==> config.mk <==
export PLATFORM = sky130hd
export DESIGN_NAME = qalu_ham_sum
export DESIGN_NICKNAME = d
export VERILOG_FILES = /design/src/design/qalu_pkg.sv /design/src/design/qalu_ham_sum.sv
export SDC_FILE = /design/constraint.sdc
export NUM_CORES = 1
export LEC_CHECK = 0
export BUFFER_PORTS_ARGS = -buffer_cell sky130_fd_sc_hd__clkbuf_2
export CORE_AREA = 10 10 343 345
export DETAILED_ROUTE_END_ITERATION = 16
export DIE_AREA = 0 0 353 355
export PLACE_DENSITY = 0.48
export SLEW_MARGIN = 10
export SYNTH_ARGS = -nofsm -noshare
export SYNTH_HDL_FRONTEND = slang
export SYNTH_SLANG_ARGS = --single-unit
==> constraint.sdc <==
create_clock -name vclk -period 14.9
set_clock_uncertainty 0.05 [all_clocks]
set_input_delay 2.235 -clock vclk [all_inputs]
set_output_delay 2.235 -clock vclk [all_outputs]
set_load 0.03 [all_outputs]
==> src/design/qalu_pkg.sv <==
// Types, mode codes and saturation helper for the quaternion ALU.
package qalu_pkg;

	typedef logic [2:0] mode_t;

	localparam mode_t MODE_PROD   = 3'd0;
	localparam mode_t MODE_ADD    = 3'd1;
	localparam mode_t MODE_SUB    = 3'd2;
	localparam mode_t MODE_SCALE  = 3'd3;
	localparam mode_t MODE_CONJ   = 3'd4;
	localparam mode_t MODE_ROT    = 3'd5;
	localparam mode_t MODE_NEG    = 3'd6;
	localparam mode_t MODE_UNUSED = 3'd7;

	typedef logic signed [31:0] q_t;
	typedef logic signed [32:0] qx_t;
	typedef logic signed [47:0] prod_t;
	typedef logic signed [49:0] acc_t;

	typedef q_t    quat_t [4];
	typedef qx_t   quatx_t [4];
	typedef prod_t prod_mat_t [4][4];

	localparam q_t Q_MAX = 32'sh7fffffff;
	localparam q_t Q_MIN = 32'sh80000000;

	function automatic q_t sat32(input acc_t x);
		q_t r;
		if (x > acc_t'(Q_MAX)) begin
			r = Q_MAX;
		end else if (x < acc_t'(Q_MIN)) begin
			r = Q_MIN;
		end else begin
			r = x[31:0];
		end
		return r;
	endfunction

endpackage

==> src/design/qalu_ham_sum.sv <==
// Hamilton product sums over shifted cross products, saturated to 32 bits.
module qalu_ham_sum import qalu_pkg::*; (
	input  prod_mat_t pr,
	output quat_t     o
);

	function automatic acc_t ext(input prod_t x);
		return acc_t'(x);
	endfunction

	always_comb begin
		o[0] = sat32(ext(pr[0][0]) - ext(pr[1][1]) - ext(pr[2][2]) - ext(pr[3][3]));
		o[1] = sat32(ext(pr[0][1]) + ext(pr[1][0]) + ext(pr[2][3]) - ext(pr[3][2]));
		o[2] = sat32(ext(pr[0][2]) - ext(pr[1][3]) + ext(pr[2][0]) + ext(pr[3][1]));
		o[3] = sat32(ext(pr[0][3]) + ext(pr[1][2]) - ext(pr[2][1]) + ext(pr[3][0]));
	end

endmodule

==> flow_summary_export.csv <==
group,metric,value,unit
yosys,synth_compound_area_frac,0.212,
yosys,syn-num-nets,4827,
routing,drt_iter0_drc,1369,
yosys,synth_cell_types,90,
worst_setup_path,worstSetupPathType,"input port to primary output",
yosys,synth_common_cells,"1137 x inv_1, 388 x fa_1, 251 x a21oi_1, 211 x nand2_1, 206 x o21ai_0",
sta,fmax,93.5,MHz
yosys,synthSimpleGateAreaFrac,0.127,
sta,slew_headroom,0.314,
floorplanning,die_area,0.125,sq mm
yosys,synthTopCellsByArea,"fa_1 31%, inv_1 17%, ha_1 9.9%",
run,maxCapViolations,0,
final_layout,area_delta_synth_final,24.2,%
yosys,netlist_area,0.0249,sq mm
final_layout,regArea,0,sq um
global_routing,antenna_found_initial,9,
yosys,synth-xor-area-share,0.0583,
worst_setup_path,path_max_fanout,23,
yosys,syn_area_per_cell,7.18,sq um
worst_setup_path,worstPathArrival,8410,ps
yosys,synth_warnings,0,
floorplanning,core,0.110,sq mm
yosys,ys_seq_area_frac,0,
min_path,min_path_type,"input port to primary output",
worst_setup_path,required,12610,ps
sta,finalCriticalPeriod,10690,ps
final_layout,seq_cells,0,
yosys,synth_top_cell_by_area,"fa_1",
sta,worst_pin_slew,1020,ps
placement,dpl.hpwl,108000,microns
sta,maxSlewViolCount,0,
global_routing,grt_use_total,0.176,
final_layout,drive_above_1_share,0.221,
routing,remaining_drc_errors,0,
global_routing,grt_pass1_wl,173000,microns
yosys,synthAdderAreaFrac,0.410,
placement,gp_congestion,0.931,
yosys,synth_top_family_by_area,"adder cells",
worst_setup_path,cp-end-kind,"primary output",
sta,tns,0,ps
final_layout,final_nets,5639,
floorplanning,fp.dieW,353,microns
yosys,synthMuxAreaShare,0.00261,
min_path,whs_endpoint,"o[96]",
floorplanning,std_cell_rows,122,
placement,port-buffer-count,896,
routing,drt_first_pass_iters,5,
status,status,"complete, no violations",
floorplanning,die_y,355,microns
sta,hold_violations,0,
worst_setup_path,start_kind,"input port",
clock_tree,cts_setup_buffers,0,
global_routing,grt_start_max_net_pins,32,
routing,wl_per_cell,19.9,microns
yosys,syn_inst,3474,
floorplanning,ioPinCount,896,
final_layout,clkbuf_count,0,
clock_tree,cts_hold_buf,0,
min_path,holdCritStartpoint,"pr[720]",
yosys,yosysTopAreaCellShare,0.312,
global_routing,grt_overflow,0,
routing,wl,115000,microns
sta,rsz0062_at_grt,"false",
routing,routed_via_density,4.49,
yosys,synth.most_common_cell,"inv_1",
global_routing,grt_pass1_vias,27900,
sta,final-setup-viol-count,0,
sta,final.period_utilization,0.718,
floorplanning,initial_utilization,0.226,
clock_tree,cts_resized,0,
min_path,hold_depth,4,
routing,postRouteAntennaNets,0,
routing,vias,25900,
==> through the flow <==
stage	setup WS, ps	area (sq um)	hold WS [ps]	instances	utilization
floorplan	5530	24900	4810	3474	-
global placement	4070	31000	4980	5772	0.280
detailed placement	4030	31000	4990	5772	0.280
CTS	4010	31000	4990	5772	0.280
global route	3670	31000	5010	5777	0.281
finish	4210	31000	4980	5779	0.281
==> worst max-delay path: stages <==
cell	delay [ps]
clkbuf_2	90
fa_1	690
inv_1	120
fa_1	550
inv_1	50
ha_1	500
nand2_1	200
a211oi_1	240
nand2_1	150
a2111oi_1	410
buf_4	170
o21ai_0	250
o41a_1	510
xnor2_1	160
or4_1	420
nor4b_1	280
a41o_1	560
buf_4	370
o21ai_0	180
clkbuf_2	220
==> cells in the final DEF, fill, tap and decap left out, types with 25 or more instances in the layout <==
master and count:
a211oi_1 32, a21o_1 124, a21oi_1 251, a31oi_1 26, clkbuf_2 896, fa_1 388, ha_1 197, inv_1 1137
nand2_1 211, nand3_1 59, nand4_1 58, nor2_1 130, nor3_1 37, nor4_1 25, o21a_1 28, o21ai_0 206
o21bai_1 27, xnor2_1 92, xor2_1 74
==> cell type report <==
cell class	count	area, sq um
fillers	12500	79400
multi-input cells	2238	20200
repair buffers	909	4580
inverters	1137	4270
well taps	1488	1860
diodes	7	17.5
==> how the worst max path moves through the flow <==
stage / from / end / slack, ps / depth (start not counted)
after floorplan: pr[116] / o[32] / 5530 / 17
after global placement: pr[155] / o[6] / 4070 / 20
after detailed placement: pr[155] / o[8] / 4030 / 20
after CTS: pr[155] / o[8] / 4010 / 20
after global routing: pr[299] / o[6] / 3670 / 21
final: pr[155] / o[8] / 4210 / 20
==> metal layers <==
metal  routed length, microns  share of wire  GRT usage
met1                    47600           0.41      0.215
met2                    59200           0.52      0.329
met3                     5950          0.052     0.0230
met4                     1940          0.017     0.0280
met5                       13        0.00011          0
==> logic make-up after synthesis <==
family	after synthesis
fa+ha+maj	585
simple gates	645
xor+xnor	166
mux	6
compound gates	836
buf+inv	1236
